## config.mk

```make
export PLATFORM = sky130hd
export DESIGN_NAME = dmc_front
export DESIGN_NICKNAME = d
export VERILOG_FILES = /design/src/rtl/core/dmc_pkg.sv /design/src/rtl/core/dmc_front.sv
export SDC_FILE = /design/constraint.sdc
export NUM_CORES = 1
export LEC_CHECK = 0
export BUFFER_PORTS_ARGS = -buffer_cell sky130_fd_sc_hd__buf_2
export CORE_MARGIN = 8
export CORE_UTILIZATION = 46
export CTS_CLUSTER_SIZE = 28
export DETAILED_ROUTE_END_ITERATION = 6
export PLACE_DENSITY = 0.65
export SETUP_SLACK_MARGIN = 0.2
export SYNTH_ARGS = -nofsm -noshare
export SYNTH_HDL_FRONTEND = slang
export SYNTH_SLANG_ARGS = --single-unit
export TNS_END_PERCENT = 1
```

## constraint.sdc

```tcl
create_clock -name i_clk -period 2.9 [get_ports i_clk]
set_input_delay 0 -clock i_clk [delete_from_list [all_inputs] [get_ports i_clk]]
set_output_delay 0 -clock i_clk [all_outputs]
set_load 0.05 [all_outputs]
```

## src/rtl/core/dmc_pkg.sv

```systemverilog
// Shared types and constants for the direct-mapped cache tag check unit.
// No dependencies; used by every module under rtl/core.
package dmc_pkg;

    // Default number of lines in the tag store
    localparam int DMC_LINES = 4096;

    // Field widths
    localparam int ADDR_W    = 32;
    localparam int CNT_W     = 32;
    localparam int CFG_W     = 4;
    localparam int CFG_IDX_W = 2;

    // Masked index before folding onto the store (index_bits up to 15)
    localparam int VIDX_W = 15;

    // Widest line index the store may need (16384 lines)
    localparam int LINE_MAX_W = 14;

    // Depth of the request queue between front and back
    localparam int QDEPTH = 2;

    // Configuration register indexes
    localparam logic [CFG_IDX_W-1:0] CFG_OFFSET_BITS = 2'd0;
    localparam logic [CFG_IDX_W-1:0] CFG_INDEX_BITS  = 2'd1;

    // Configuration reset values
    localparam logic [CFG_W-1:0] OFFSET_BITS_RST = 4'd4;
    localparam logic [CFG_W-1:0] INDEX_BITS_RST  = 4'd8;

    // One classified request on its way to the back end
    typedef struct packed {
        logic [LINE_MAX_W-1:0] line;
        logic [ADDR_W-1:0]     tag;
    } t_qent;

endpackage

```

## src/rtl/core/dmc_front.sv

```systemverilog
// Front end: configuration registers, address split and line fold.
// Depends on dmc_pkg.
module dmc_front #(
    parameter int LINES = dmc_pkg::DMC_LINES
) (
    input  logic                         i_clk,
    input  logic                         i_rst_n,
    input  logic                         i_clr_done,
    input  logic                         i_in_valid,
    output logic                         o_in_ready,
    input  logic [dmc_pkg::ADDR_W-1:0]   i_address,
    input  logic                         i_cfg_valid,
    input  logic [dmc_pkg::CFG_IDX_W-1:0] i_cfg_index,
    input  logic [dmc_pkg::CFG_W-1:0]    i_cfg_data,
    output logic                         o_push,
    input  logic                         i_q_full,
    output dmc_pkg::t_qent               o_push_data
);
    import dmc_pkg::*;

    localparam int LW = (LINES > 1) ? $clog2(LINES) : 1;
    // Reciprocal for folding the masked index modulo LINES (exact for 15-bit values)
    localparam int RK = VIDX_W + LW;
    localparam logic [16:0] RM = 17'(((64'd1 << RK) + 64'(LINES) - 64'd1) / 64'(LINES));

    logic [CFG_W-1:0]  r_off, r_idx;
    logic              r1_vld, r2_vld;
    logic [VIDX_W-1:0] r1_v, r2_v, r2_q;
    logic [ADDR_W-1:0] r1_tag, r2_tag;
    logic              en, in_acc;
    logic [ADDR_W-1:0] sh;
    logic [15:0]       mask;
    logic [VIDX_W-1:0] n_v;
    logic [ADDR_W-1:0] n_tag;
    logic [31:0]       prod;
    logic [VIDX_W-1:0] rem;

    // Configuration writes; unknown indexes are dropped
    always_ff @(posedge i_clk) begin
        if (!i_rst_n) begin
            r_off <= OFFSET_BITS_RST;
            r_idx <= INDEX_BITS_RST;
        end else if (i_cfg_valid) begin
            if (i_cfg_index == CFG_OFFSET_BITS) r_off <= i_cfg_data;
            if (i_cfg_index == CFG_INDEX_BITS)  r_idx <= i_cfg_data;
        end
    end

    // Pipeline moves as a whole while the queue has room
    assign en         = !r2_vld || !i_q_full;
    assign o_in_ready = i_clr_done && en;
    assign in_acc     = i_in_valid && o_in_ready;

    // Address split
    assign sh    = i_address >> r_off;
    assign mask  = (16'd1 << r_idx) - 16'd1;
    assign n_v   = sh[VIDX_W-1:0] & mask[VIDX_W-1:0];
    assign n_tag = i_address >> (5'(r_off) + 5'(r_idx));

    // Quotient estimate by reciprocal multiply
    assign prod = 32'(r1_v) * 32'(RM);

    always_ff @(posedge i_clk) begin
        if (!i_rst_n) begin
            r1_vld <= 1'b0;
            r2_vld <= 1'b0;
        end else if (en) begin
            r1_vld <= in_acc;
            r2_vld <= r1_vld;
        end
    end

    always_ff @(posedge i_clk) begin
        if (en) begin
            r1_v   <= n_v;
            r1_tag <= n_tag;
            r2_v   <= r1_v;
            r2_tag <= r1_tag;
            r2_q   <= VIDX_W'(prod >> RK);
        end
    end

    // Remainder folds the index onto the store
    assign rem    = r2_v - VIDX_W'(r2_q * VIDX_W'(LINES));
    assign o_push = r2_vld && !i_q_full;

    always_comb begin
        o_push_data      = '0;
        o_push_data.line = LINE_MAX_W'(rem[LW-1:0]);
        o_push_data.tag  = r2_tag;
    end

endmodule

```

==> tab_implementation.tex <==
\begin{tabular}{lr}
\hline
Metric & Value \\
\hline
\multicolumn{2}{l}{\textbf{Critical path}} \\
Worst path bufs/invs & 3 \\
Worst-case reg-to-reg path depth & 10 \\
Maximum fanout along the worst path & 5 \\
Top cell family by delay on the critical path & multiplexers \\
Arrival time of data at the critical path endpoint & 2770 ps \\
Critical path's largest stage delay & 540 ps \\
Register-to-Register Setup Slack & 210 ps \\
Critical setup path kind & reg -> reg \\
Endpoint class of the critical path & register \\
Cell-by-cell trace of the critical path & ha\_4, inv\_1, fa\_2, buf\_6, buf\_6, mux2i\_4, mux2i\_4, mux4\_2, nor2\_2, a21oi\_1 \\
Startpoint kind of the worst setup timing path & register \\
Critical-path top delay cell & sky130\_fd\_sc\_hd\_\_fa\_2 \\
Critical register-to-register path endpoint & r1\_tag[6] \\
Required arrival time at the worst endpoint & 2990 ps \\
Reg2Reg Launch Point & r\_off[0] \\
\multicolumn{2}{l}{\textbf{Place}} \\
Routability congestion estimate from global placement & 0.889 \\
Post-Place Cell Area & 6700 um\^{}2 \\
Estimated wirelength of the detail-placed design & 11.1 mm \\
Quantity of I/O buffers inserted on ports & 89 \\
Placed instance count & 723 \\
\multicolumn{2}{l}{\textbf{Floorplanning}} \\
Y dimension of the die & 130 um \\
Core Footprint & 12700 um\^{}2 \\
Initial Util & 47.2\% \\
Die footprint & 16900 um\^{}2 \\
Die Span X & 130 um \\
Row Count & 41 \\
Number of top-level pins & 92 \\
\multicolumn{2}{l}{\textbf{CTS}} \\
Later-pin clock latency in the skew report & 350 ps \\
Maximum clock insertion buffer count & 2 \\
CTS H-tree depth & 3 \\
Reg clk slew, reported paths & 70 ps \\
CTS tree & yes \\
Clock tree root driver cell & sky130\_fd\_sc\_hd\_\_clkbuf\_16 \\
TritonCTS buffer count & 9 \\
Clock sink total & 98 \\
\multicolumn{2}{l}{\textbf{Cells and area}} \\
Area occupied by multi-input gates & 3200 um\^{}2 \\
Number of nets in the layout & 637 \\
Final core area utilization & 59.3\% \\
Fraction of final layout cells with drive strength greater than 1 & 42.5\% \\
Area of all placed cells without fillers & 7520 um\^{}2 \\
Count of non-filler cells in the finished layout & 763 \\
Sequential cell area & 2850 um\^{}2 \\
Synth-to-layout area growth & 25.8\% \\
Fillers & 1023 \\
Diode count & 0 \\
\multicolumn{2}{l}{\textbf{Timing}} \\
Final clock skew & 10.3 ps \\
Number of setup violations in the final report & 0 \\
Slew at the pin closest to its max-slew limit & 819 ps \\
Count of pins over their slew limit & 0 \\
Final critical-path required period & 2690 ps \\
Timing-limited maximum frequency & 372 MHz \\
Max-slew headroom & 45.3\% \\
Setup repair after global routing missed its margin & yes \\
Hold Vio Cnt, Final & 0 \\
Final worst-path cycle share & 92.7\% \\
Setup TNS & 0 ps \\
\multicolumn{2}{l}{\textbf{Drt}} \\
Drt wl/cell & 19.7 um \\
Vias per cell & 5.75 \\
Detailed Route WL & 15.0 mm \\
Via total after detailed routing & 4384 \\
Antenna-violating nets left & 0 \\
DRC violation count after routing & 0 \\
Detailed Routing Iterations Pass 1 & 5 \\
Detailed Route Iter0 Violations & 274 \\
\multicolumn{2}{l}{\textbf{Power}} \\
Leak & 0.00295 uW \\
Worst ir drop on vdd & 290 uV \\
Power per standard cell area & 574 nW/um\^{}2 \\
\multicolumn{2}{l}{\textbf{Synth}} \\
Sequential element share of the synthesized area & 47.6\% \\
Total standard cell area after synthesis & 5970 um\^{}2 \\
Most common flop cell mapped by yosys & sky130\_fd\_sc\_hd\_\_edfxtp\_1 \\
Top cells by count, synth & 88 x sky130\_fd\_sc\_hd\_\_edfxtp\_1, 58 x sky130\_fd\_sc\_hd\_\_mux2i\_1, 38 x sky130\_fd\_sc\_hd\_\_nand2\_1 \\
Share of the synthesized area in the top cell type & 44.2\% \\
Top-count cell post-synth & sky130\_fd\_sc\_hd\_\_edfxtp\_1 \\
Top cells by area in the synthesized netlist & sky130\_fd\_sc\_hd\_\_edfxtp\_1 44\%, sky130\_fd\_sc\_hd\_\_mux4\_2 14\%, sky130\_fd\_sc\_hd\_\_mux2i\_1 9.7\% \\
Cell taking the most area after synthesis & sky130\_fd\_sc\_hd\_\_edfxtp\_1 \\
Number of unique standard cell types used by synthesis & 46 \\
Count of flip-flops with a built-in enable after synthesis & 88 \\
Register bit total from synthesis & 98 \\
Number of instances in the synthesized netlist & 468 \\
Yosys synthesis warning count & 0 \\
Fraction of synthesis flops using an asynchronous set or reset pin & 0\% \\
Mean cell area of the mapped netlist & 12.8 um\^{}2 \\
\multicolumn{2}{l}{\textbf{Run}} \\
Max Cap Viol & 0 \\
\multicolumn{2}{l}{\textbf{Global route}} \\
Overall routing resource usage & 18.2\% \\
Number of antenna violations at the first check in global routing & 0 \\
Remaining Overflow, GRT & 0 \\
Number of global-route vias before repair & 4299 \\
Global-route wire length before repair & 23.4 mm \\
Maximum number of pins on one net before global-route repair & 91 \\
\multicolumn{2}{l}{\textbf{Hold path}} \\
Start point of the worst hold path & i\_cfg\_index[1] \\
Hold Path Stages & 4 \\
Min-delay worst type & in -> reg \\
Endpoint with the worst hold slack & r\_off[0] \\
\multicolumn{2}{l}{\textbf{Outcome}} \\
Result of the run & complete, no violations \\
\hline
\end{tabular}
==> flip-flops by register name, summed over array words and instances (netlist names) <==
register / flops
r2_vld: 1
r2_tag: 32
r2_v: 12
r1_vld: 1
r_idx: 4
r1_v: 12
r_off: 4
r1_tag: 32
==> tightest hold or removal path, cell delays in order <==
cell                      delay (ps)
sky130_fd_sc_hd__buf_2            90
sky130_fd_sc_hd__nor3b_1         110
sky130_fd_sc_hd__mux2i_1         170
sky130_fd_sc_hd__nor2b_1          60
==> worst max path at each step <==
stage	endpoint	slack [ps]	cells past startpoint	from
floorplan	r1_tag[7]	130	9	r_idx[1]
global placement	r1_tag[0]	-50	8	r_off[0]
detailed placement	r1_tag[0]	-30	8	r_idx[0]
CTS	r1_tag[0]	150	9	r_off[1]
global route	r1_tag[6]	150	10	r_off[0]
finish	r1_tag[6]	210	10	r_off[0]
==> area by class of cell <==
cell class              instances  area share, %
clock inverters                 6          0.549
inverters                       5          0.250
flip-flops and latches         98           37.8
multi-input cells             326           42.6
repair buffers                147           12.9
well taps                     172           2.86
clock buffers                   9           3.00
==> layout by cell type, fill, tap and decap left out, drive strengths merged, types with 3 or more instances in the layout <==
cell type / instances
o22ai: 5
nor2b: 21
clkbuf: 9
clkinv: 4
nand3: 15
a211oi: 12
mux2: 10
nor2: 21
and2: 6
edfxtp: 88
a21oi: 26
inv: 7
xor2: 3
nor3: 13
dlygate4sd3: 12
buf: 135
ha: 5
nand2: 38
a31oi: 7
o21ai: 19
mux4: 41
dfxtp: 10
and3: 5
mux2i: 58
==> where the power goes <==
part | switching [uW] | total [uW] | internal [uW]
Combinational | 894 | 1370 | 480
Clock | 508 | 1090 | 579
Sequential | 50.5 | 1850 | 1800
==> kinds of logic (layout without fill, tap and decap cells) <==
logic type                 Yosys count  count (layout)  synth area share (%)
AOI/OAI and AO/OA                   80              80                  8.38
adders and majority gates            6               6                  1.38
muxes                              109             109                  27.3
other                                1               2                0.0628
and+or+nand+nor                    124             124                  9.99
DFF                                 98              98                  47.6
buffers and inverters               45             167                  4.25
xor gates and xnor gates             5               5                  1.05
==> through the flow <==
stage / setup slack (ps) / hold slack, ps / total power (uW)
global route: 150 / 136 / 4480
floorplan: 131 / 125 / 2780
detailed placement: -33.0 / 250 / 3120
global placement: -51.6 / 249 / 3100
finish: 213 / 120 / 4310
CTS: 155 / 106 / 4260
==> metal layers <==
metal,routed length (um),up-vias,global-route usage [%]
met2,6780,215,27.5
met5,0,-,0
met3,1230,19,4.08
met1,6760,2088,25.4
li1,-,2062,-
met4,232,0,6.08
==> repair_timing <==
action	4_1_cts	5_1_grt
resized for setup	31	46
setup endpoints to repair	25	27
endpoints found under the hold margin	10	0
buffers inserted	9	4
pin swaps	4	2
gates cloned	0	0
hold buffers	12	0
Note: power is estimated with default switching activity, not from simulation.
