===== config.mk =====
export PLATFORM = sky130hd
export DESIGN_NAME = dmc_queue
export DESIGN_NICKNAME = d
export VERILOG_FILES = /design/src/rtl/core/dmc_pkg.sv /design/src/rtl/core/dmc_queue.sv
export SDC_FILE = /design/constraint.sdc
export NUM_CORES = 1
export LEC_CHECK = 0
export BUFFER_PORTS_ARGS = -buffer_cell sky130_fd_sc_hd__buf_2
export CAP_MARGIN = 25
export CORE_MARGIN = 2
export CORE_UTILIZATION = 40
export CTS_CLUSTER_SIZE = 28
export DETAILED_ROUTE_END_ITERATION = 8
export HOLD_SLACK_MARGIN = 0.1
export SYNTH_ARGS = -nofsm -noshare
export SYNTH_HDL_FRONTEND = slang
export SYNTH_SLANG_ARGS = --single-unit
export TNS_END_PERCENT = 100

===== constraint.sdc =====
create_clock -name i_clk -period 3.39 [get_ports i_clk]
set_input_delay 0 -clock i_clk [delete_from_list [all_inputs] [get_ports i_clk]]
set_output_delay 0 -clock i_clk [all_outputs]
set_load 0.03 [all_outputs]

===== src/rtl/core/dmc_pkg.sv =====
// Shared types and constants for the direct-mapped cache tag check unit.
// No dependencies; used by every module under rtl/core.
package dmc_pkg;

    // Default number of lines in the tag store
    localparam int DMC_LINES = 4096;

    // Field widths
    localparam int ADDR_W    = 32;
    localparam int CNT_W     = 32;
    localparam int CFG_W     = 4;
    localparam int CFG_IDX_W = 2;

    // Masked index before folding onto the store (index_bits up to 15)
    localparam int VIDX_W = 15;

    // Widest line index the store may need (16384 lines)
    localparam int LINE_MAX_W = 14;

    // Depth of the request queue between front and back
    localparam int QDEPTH = 2;

    // Configuration register indexes
    localparam logic [CFG_IDX_W-1:0] CFG_OFFSET_BITS = 2'd0;
    localparam logic [CFG_IDX_W-1:0] CFG_INDEX_BITS  = 2'd1;

    // Configuration reset values
    localparam logic [CFG_W-1:0] OFFSET_BITS_RST = 4'd4;
    localparam logic [CFG_W-1:0] INDEX_BITS_RST  = 4'd8;

    // One classified request on its way to the back end
    typedef struct packed {
        logic [LINE_MAX_W-1:0] line;
        logic [ADDR_W-1:0]     tag;
    } t_qent;

endpackage


===== src/rtl/core/dmc_queue.sv =====
// Short request queue between the front and back ends.
// Depends on dmc_pkg.
module dmc_queue (
    input  logic           i_clk,
    input  logic           i_rst_n,
    input  logic           i_push,
    input  dmc_pkg::t_qent i_data,
    output logic           o_full,
    input  logic           i_pop,
    output logic           o_empty,
    output dmc_pkg::t_qent o_data
);
    import dmc_pkg::*;

    localparam int PW = (QDEPTH > 1) ? $clog2(QDEPTH) : 1;

    t_qent           r_ent [QDEPTH];
    logic [PW-1:0]   r_wp, r_rp;
    logic [PW:0]     r_cnt;

    assign o_full  = (r_cnt == (PW+1)'(QDEPTH));
    assign o_empty = (r_cnt == '0);
    assign o_data  = r_ent[r_rp];

    // Pointers and fill level
    always_ff @(posedge i_clk) begin
        if (!i_rst_n) begin
            r_wp  <= '0;
            r_rp  <= '0;
            r_cnt <= '0;
        end else begin
            if (i_push) r_wp <= (r_wp == PW'(QDEPTH-1)) ? '0 : r_wp + 1'b1;
            if (i_pop)  r_rp <= (r_rp == PW'(QDEPTH-1)) ? '0 : r_rp + 1'b1;
            if (i_push && !i_pop)      r_cnt <= r_cnt + 1'b1;
            else if (i_pop && !i_push) r_cnt <= r_cnt - 1'b1;
        end
    end

    always_ff @(posedge i_clk) begin
        if (i_push) r_ent[r_wp] <= i_data;
    end

endmodule


==> results of run 1 <==
registers in the layout, indices dropped and copies added (netlist names), named ones only:
signal	count
r_rp	1
r_wp	1
r_cnt	2
r_ent	92
synthesized netlist by cell type:
| master | instances | area share |
|---|---|---|
| a21boi_1 | 1 | 0.0021 |
| and2_1 | 4 | 0.0070 |
| and2b_2 | 1 | 0.0025 |
| buf_2 | 1 | 0.0014 |
| buf_6 | 4 | 0.013 |
| dfxtp_1 | 5 | 0.028 |
| edfxtp_1 | 92 | 0.78 |
| ha_1 | 1 | 0.0035 |
| inv_1 | 1 | 0.0011 |
| mux2_2 | 46 | 0.15 |
| nor2_1 | 1 | 0.0011 |
| nor2b_1 | 2 | 0.0035 |
| o21a_1 | 1 | 0.0021 |
| o21ai_0 | 1 | 0.0014 |
| or3_1 | 1 | 0.0018 |
| xnor2_1 | 1 | 0.0025 |
| xor2_1 | 2 | 0.0049 |
through the flow:
step / utilization / cell area (sq um) / instances / worst slack, ns / power, W
global placement: 0.478 / 4150 / 367 / 1.63 / 0.00179
detailed placement: 0.482 / 4190 / 369 / 1.79 / 0.00180
floorplan: - / 3550 / 165 / 0.546 / 0.00168
finish: 0.567 / 4920 / 434 / 1.58 / 0.00268
CTS: 0.567 / 4920 / 434 / 1.53 / 0.00271
global route: 0.567 / 4920 / 434 / 1.47 / 0.00279
tightest hold or removal path: cells and delay by family:
family / cells / cell delay [ns]
buffers and inverters: 1 / 0.12
AND/OR/NAND/NOR: 1 / 0.12
AO/OA/AOI/OAI: 1 / 0.05
adder cells (fa/ha/maj): 1 / 0.18
cells in the final DEF, fill, tap and decap left out, drive strengths merged, types with 2 or more instances in the layout:
| master | instances |
|---|---|
| buf | 101 |
| dlygate4sd3 | 49 |
| and2 | 4 |
| mux2 | 46 |
| bufinv | 3 |
| xor2 | 2 |
| edfxtp | 92 |
| clkinv | 3 |
| nor2b | 2 |
| dfxtp | 5 |
| clkbuf | 9 |
power breakdown:
group / internal (W) / switching (W)
logic: 0.000175 / 0.000233
clock network: 0.000490 / 0.000381
registers: 0.00138 / 0.0000248
final cells by class:
cell class	instances	area, sq um	area share
flip-flops and latches	97	2860	0.582
repair buffers	150	1030	0.210
multi-input cells	62	642	0.131
well taps	108	135	0.0275
clock buffers	9	124	0.0252
clock inverters	7	119	0.0242
inverters	1	3.75	0.000763
logic make-up (layout without fill, tap and decap cells):
| family | Yosys count | count (layout) | synth area share |
|---|---|---|---|
| flip-flops | 97 | 97 | 0.806 |
| multiplexers | 46 | 46 | 0.146 |
| AND/OR/NAND/NOR | 9 | 9 | 0.0159 |
| buffers and inverters | 6 | 167 | 0.0152 |
| AO/OA/AOI/OAI | 3 | 3 | 0.00564 |
| XOR/XNOR | 3 | 3 | 0.00740 |
| adder cells (fa/ha/maj) | 1 | 1 | 0.00352 |
worst paths after layout:
path                  from    endpoint  slack (ns)  cells after the start
setup / recovery      flop  o_data[25]        1.58                      3
hold / removal      i_push    r_cnt[1]        0.17                      4
setup reg to reg      r_wp        r_wp        1.67                      3
hold reg to reg   r_cnt[1]    r_cnt[1]        0.51                      2
per-layer routing:
| metal | vias up | global-route usage | part of all wire | wire length, um |
|---|---|---|---|---|
| met4 | 0 | 0.0653 | 0.024 | 152 |
| li1 | 956 | - | - | - |
| met3 | 12 | 0.0229 | 0.036 | 232 |
| met1 | 981 | 0.157 | 0.41 | 2660 |
| met2 | 52 | 0.244 | 0.53 | 3390 |
| met5 | - | 0 | 0 | 0 |
==> impl_metrics.yaml, run 1 <==
placement:
  gp_congestion: 0.654
  hpwl_um: 4020
  place.port_buffers: 97
cts:
  cts_sinks: 97
  clockRootBuffer: "clkbuf_8"
  ctsHoldBuffers: 49
  cts_tree: "done"
  cts_buffers: 9
  insertion_delay_ns: 0.35
  clk_pin_slew_worst_paths_ns: 0.09
  clockBufferDepth: 2
  cts_resized: 0
  htreeDepth: 3
  post_cts_buffers: 0
detailed_routing:
  dr.pass1.iters: 4
  drtIter0Drc: 74
  drt-vias-per-instance: 4.61
  wl_per_cell_um: 14.8
  num_vias: 2001
  ant_nets: 0
  drc: 0
  wirelength_um: 6430
global_route:
  antenna_found_initial: 0
  grt_pass1_wl_um: 10100
  grtUsageTotal: 0.136
  overflow: 0
  grt_pass1_vias: 2083
  grt_max_degree: 30
timing:
  rsz0062_at_grt: "false"
  slew_headroom: 0.544
  min_period_ns: 1.81
  setup_viol: 0
  hold_slack_ns: 0.175
  fmax_mhz: 551
  slew_viol_final: 0
  worstMarginPinSlew_ns: 0.682
  hold_viol_final: 0
  finalSetupTns_ns: 0
  skew_ns: 0.00583
  period_share: 0.535
floorplan:
  dieArea_sq_um: 9640
  ios: 98
  placementRows: 34
  die-height_um: 98.2
  initial_utilization: 0.409
  die_w_um: 98.2
  coreArea_sq_um: 8680
setup_path:
  required_ns: 3.39
  max_stage_delay_ns: 0.64
  end_kind: "output port"
  crit_family: "flip-flops"
  cp_cell_sequence: "buf_12 -> mux2_2 -> buf_2"
  crit_fanout: 29
  critical_path_class: "reg -> out"
  start_kind: "flop"
  crit_arrival_ns: 1.81
  critPathSlowestCell: "dfxtp_2"
  path_buf_inv: 2
synth:
  syn_area_sq_um: 3550
  synth.avg_cell_area_sq_um: 21.5
  ys_ff_latch: 97
  synthCells: 165
  syn_nets: 216
  ys_types: 17
  yosys_warnings: 0
  yosysSeqAreaShare: 0.806
power:
  peakVddDrop_mv: 0.315
  p_per_area_nw_per_um2: 546
  power.leakage_nw: 1.87
final_layout:
  diodes: 0
  area_delta_synth_final_pct: 38.6
  fin_nets: 372
  final.fill_count: 698
  drive_above_1_share: 0.509
run_status:
  status: "finished, final reports clean"
hold_path:
  min-delay-path-class: "in -> reg"
run:
  max_cap_viol_count: 0
No activity file was read; power rests on OpenSTA's default activity.
==> run 2, diff against run 1 <==
==> constraint.sdc (replaced) <==
create_clock -name i_clk -period 1.67 [get_ports i_clk]
set_input_delay 0 -clock i_clk [delete_from_list [all_inputs] [get_ports i_clk]]
set_output_delay 0 -clock i_clk [all_outputs]
set_load 0.03 [all_outputs]
==> impl_metrics.yaml, run 2 (synthesis results as in run 1) <==
setup_path:
  path_buf_inv: 2
  start_kind: "flop"
  cp_cell_sequence: "buf_4 -> mux2_2 -> buf_2"
  required_ns: 1.67
  max_stage_delay_ns: 0.39
  critPathSlowestCell: "mux2_2"
  critical_path_class: "reg -> out"
  regToRegStartpoint: "r_rp"
  ff2ff_setup_slack_ns: 0.40
  crit_arrival_ns: 1.58
  end_kind: "output port"
  ff2ff_path_depth: 3
  crit_family: "buffers and inverters"
  crit_fanout: 23
final_layout:
  top_regs: "r_ent: 92 flops, r_cnt: 2 flops"
  final.fill_count: 705
  layout_commonest_cell: "buf_2"
  final_area_sq_um: 4920
  top_register: "r_ent"
  final_cells: 437
  area_delta_synth_final_pct: 38.5
  final_core_util: 0.567
  diodes: 0
  mostFrequentLayoutCells: "97 x buf_2, 92 x edfxtp_1, 50 x dlygate4sd3_1"
  fin_nets: 375
  largest_reg_flops: 92
  drive_above_1_share: 0.508
cts:
  cts_tree: "done"
  clk_pin_slew_worst_paths_ns: 0.09
  cts_buffers: 9
  clockRootBuffer: "clkbuf_8"
  htreeDepth: 3
  clockBufferDepth: 2
  cts_sinks: 97
  post_cts_buffers: 0
  insertion_delay_ns: 0.35
hold_path:
  worstHoldEndpoint: "r_ent[0][44]"
  hold_depth: 2
  min_from: "i_data[44]"
  min-delay-path-class: "in -> reg"
timing:
  skew_ns: 0.00780
  finalSetupTns_ns: 0
  setup_viol: 0
  hold_slack_ns: 0.372
  fmax_mhz: 634
  period_share: 0.944
  min_period_ns: 1.58
  worstMarginPinSlew_ns: 0.337
  hold_viol_final: 0
  slew_viol_final: 0
  slew_headroom: 0.775
  rsz0062_at_grt: "false"
placement:
  place.port_buffers: 97
  gp_congestion: 0.695
  post_dp_cell_area_sq_um: 4200
  hpwl_um: 3950
  dp.cells: 371
floorplan:
  ios: 98
  dieArea_sq_um: 9640
  placementRows: 34
  coreArea_sq_um: 8680
  initial_utilization: 0.409
  die_w_um: 98.2
  die-height_um: 98.2
detailed_routing:
  ant_nets: 0
  wirelength_um: 6400
  drtIter0Drc: 49
  dr.pass1.iters: 4
  drc: 0
  drt-vias-per-instance: 4.59
  num_vias: 2008
  wl_per_cell_um: 14.6
global_route:
  grt_max_degree: 32
  grtUsageTotal: 0.135
  overflow: 0
  grt_pass1_wl_um: 10100
  grt_pass1_vias: 2159
  antenna_found_initial: 0
run_status:
  status: "finished, final reports clean"
power:
  power.leakage_nw: 1.88
  p_per_area_nw_per_um2: 1080
  peakVddDrop_mv: 0.540
run:
  max_cap_viol_count: 0
==> run 2: changes by cell type in the layout (fill, tap and decap cells not counted), sizes merged <==
cell,previous run,this run
buf,101,103
bufinv,3,2
dlygate4sd3,49,50
inv,1,2
==> run 2: area by class of cell <==
| cell class | instances | area [sq um] | area share |
|---|---|---|---|
| timing repair buffer | 153 | 1060 | 0.215 |
| tap | 108 | 135 | 0.0275 |
| inverter | 1 | 3.75 | 0.000763 |
| sequential | 97 | 2860 | 0.582 |
| clock buffer | 9 | 124 | 0.0252 |
| multi-input combinational | 62 | 642 | 0.131 |
| clock inverter | 7 | 92.6 | 0.0188 |
==> run 2: per-stage QoR <==
stage                     setup slack, ns  total power [W]
after floorplan                     0.225          0.00341
after global placement              0.460          0.00365
after detailed placement            0.462          0.00366
after CTS                          0.0598          0.00536
after global routing               0.0171          0.00549
final                              0.0932          0.00529
==> run 2: repair_timing <==
item / in CTS / in global routing
hold endpoints to repair: 97 / 0
hold buffers: 50 / 0
resized for setup: 0 / 0
==> run 2: power by group <==
group	internal (W)	switching (W)
Sequential	0.00280	0.0000329
Clock	0.000841	0.000764
Combinational	0.000360	0.000492
==> run 2: worst max-delay path by stage <==
stage                     from     endpoint  slack [ns]  cells after the start
after floorplan           r_wp  r_ent[0][0]        0.22                      1
after global placement    flop    o_data[9]        0.46                      3
after detailed placement  flop    o_data[9]        0.46                      3
after CTS                 flop    o_data[9]        0.06                      3
after global routing      flop    o_data[9]        0.02                      3
final                     flop    o_data[9]        0.09                      3
==> run 2: per-layer routing <==
layer | vias to the layer above | wire length, um | GRT usage
met4 | 0 | 43 | 0.0506
met1 | 970 | 2750 | 0.158
met3 | 4 | 391 | 0.0408
met2 | 72 | 3210 | 0.236
met5 | - | 0 | 0
li1 | 962 | - | -
==> run 3, diff against run 2 <==
==> constraint.sdc (replaced) <==
create_clock -name i_clk -period 1.67 [get_ports i_clk]
set_input_delay 0.167 -clock i_clk [delete_from_list [all_inputs] [get_ports i_clk]]
set_output_delay 0.167 -clock i_clk [all_outputs]
set_load 0.03 [all_outputs]
==> impl_metrics.yaml, run 3 (synthesis results as in run 1) <==
global_route:
  grtUsageTotal: 0.138
  top_usage_layer: "met2"
  grt_pass1_wl_um: 10400
  antenna_found_initial: 0
  use_met3: 0.0344
  grt_util_met2: 0.245
  grt_max_degree: 33
  use_met1: 0.169
  grt_pass1_vias: 2209
  overflow: 0
setup_path:
  start_kind: "flop"
  critical_path_class: "reg -> out"
  ff2ff_path_depth: 2
  crit_fanout: 14
  crit_arrival_ns: 1.45
  end_kind: "output port"
  ff2ff_setup_slack_ns: 0.50
  required_ns: 1.50
timing:
  rsz0062_at_grt: "true"
  skew_ns: 0.00688
  fmax_mhz: 617
  hold_viol_final: 0
  min_period_ns: 1.62
  period_share: 0.971
  slew_headroom: 0.834
  slew_viol_final: 0
  worstMarginPinSlew_ns: 0.249
  setup_ws_ns: 0.0481
  setup_viol: 0
cts:
  cts_tree: "done"
  post_cts_buffers: 0
  htreeDepth: 3
  clk_pin_slew_worst_paths_ns: 0.08
  cts_buffers: 9
  cts_sinks: 97
  insertion_delay_ns: 0.33
  clockRootBuffer: "clkbuf_8"
  clockBufferDepth: 2
run:
  max_cap_viol_count: 0
placement:
  dp.cells: 371
  place.port_buffers: 97
  hpwl_um: 4110
  gp_congestion: 0.704
  post_dp_cell_area_sq_um: 4210
  place_worst_setup_slack_ns: 0.372
power:
  power_switching_w: 0.00127
  p_per_area_nw_per_um2: 1070
  peakVddDrop_mv: 0.631
  power.leakage_nw: 1.87
  pwr-share-seq: 0.538
  power_frac_comb: 0.164
  intPower_w: 0.00400
  totalPowerFinal_w: 0.00528
  clock_power_share: 0.298
  switching_share: 0.241
floorplan:
  ios: 98
  die_w_um: 98.2
  initial_utilization: 0.409
  dieArea_sq_um: 9640
  die-height_um: 98.2
  placementRows: 34
  coreArea_sq_um: 8680
hold_path:
  min-delay-path-class: "in -> reg"
  hold_depth: 3
detailed_routing:
  drt-vias-per-instance: 4.62
  num_vias: 2003
  dr.pass1.iters: 6
  drtIter0Drc: 49
  drc: 0
  wirelength_um: 6660
  wl_per_cell_um: 15.3
  ant_nets: 0
final_layout:
  mostFrequentLayoutCells: "96 x buf_2, 92 x edfxtp_1, 47 x dlygate4sd3_1"
  final_core_util: 0.567
  largest_reg_flops: 92
  drive_above_1_share: 0.512
  top_regs: "r_ent: 92 flops, r_cnt: 2 flops"
  final_area_sq_um: 4920
  fin_nets: 373
  top_register: "r_ent"
  final_cells: 434
  diodes: 0
  area_delta_synth_final_pct: 38.7
  layout_commonest_cell: "buf_2"
run_status:
  status: "finished, final reports clean"
==> run 3: per-layer routing <==
metal,part of all wire,vias up
met1,0.44,972
li1,-,956
met5,0,-
met4,0.011,0
met3,0.058,8
met2,0.50,67
==> run 3: final cells by class <==
class	instances	area, sq um
flip-flops and latches	97	2870
fillers	700	3750
multi-input cells	62	642
inverters	1	3.75
clock inverters	6	83.8
repair buffers	151	1070
clock buffers	9	124
well taps	108	135
==> run 3: power groups by stage <==
stage               clock [W]  sequential [W]  combinational, W
floorplan                   0         0.00288          0.000530
global placement            0         0.00289          0.000761
detailed placement          0         0.00290          0.000771
CTS                   0.00163         0.00284          0.000860
global route          0.00171         0.00286          0.000922
finish                0.00157         0.00284          0.000865
==> run 3: what timing repair did <==
| item | 4_1_cts | 5_1_grt |
|---|---|---|
| hold buffers | 47 | 0 |
| endpoints found under the setup margin | 1 | 46 |
| endpoints found under the hold margin | 96 | 0 |
| gates resized for setup | 1 | 2 |
| cloned | 0 | 1 |
==> run 3: worst max-delay path, cell delays in order, from the launching register on <==
cell,delay [ns]
dfxtp_4,0.39
buf_6,0.19
mux2_2,0.36
buf_2,0.18
==> run 3: worst paths after layout <==
check | start | endpoint
setup / recovery | flop | o_data[43]
hold reg to reg | r_cnt[1] | r_cnt[1]
setup reg to reg | r_wp | r_ent[1][17]
hold / removal | i_pop | flop
==> run 3: per-stage QoR <==
| stage | setup TNS, ns | hold WS [ns] |
|---|---|---|
| CTS | 0 | 0.177 |
| finish | 0 | 0.184 |
| detailed placement | 0 | 0.358 |
| global route | -0.0369 | 0.195 |
| floorplan | 0 | 0.266 |
| global placement | 0 | 0.354 |
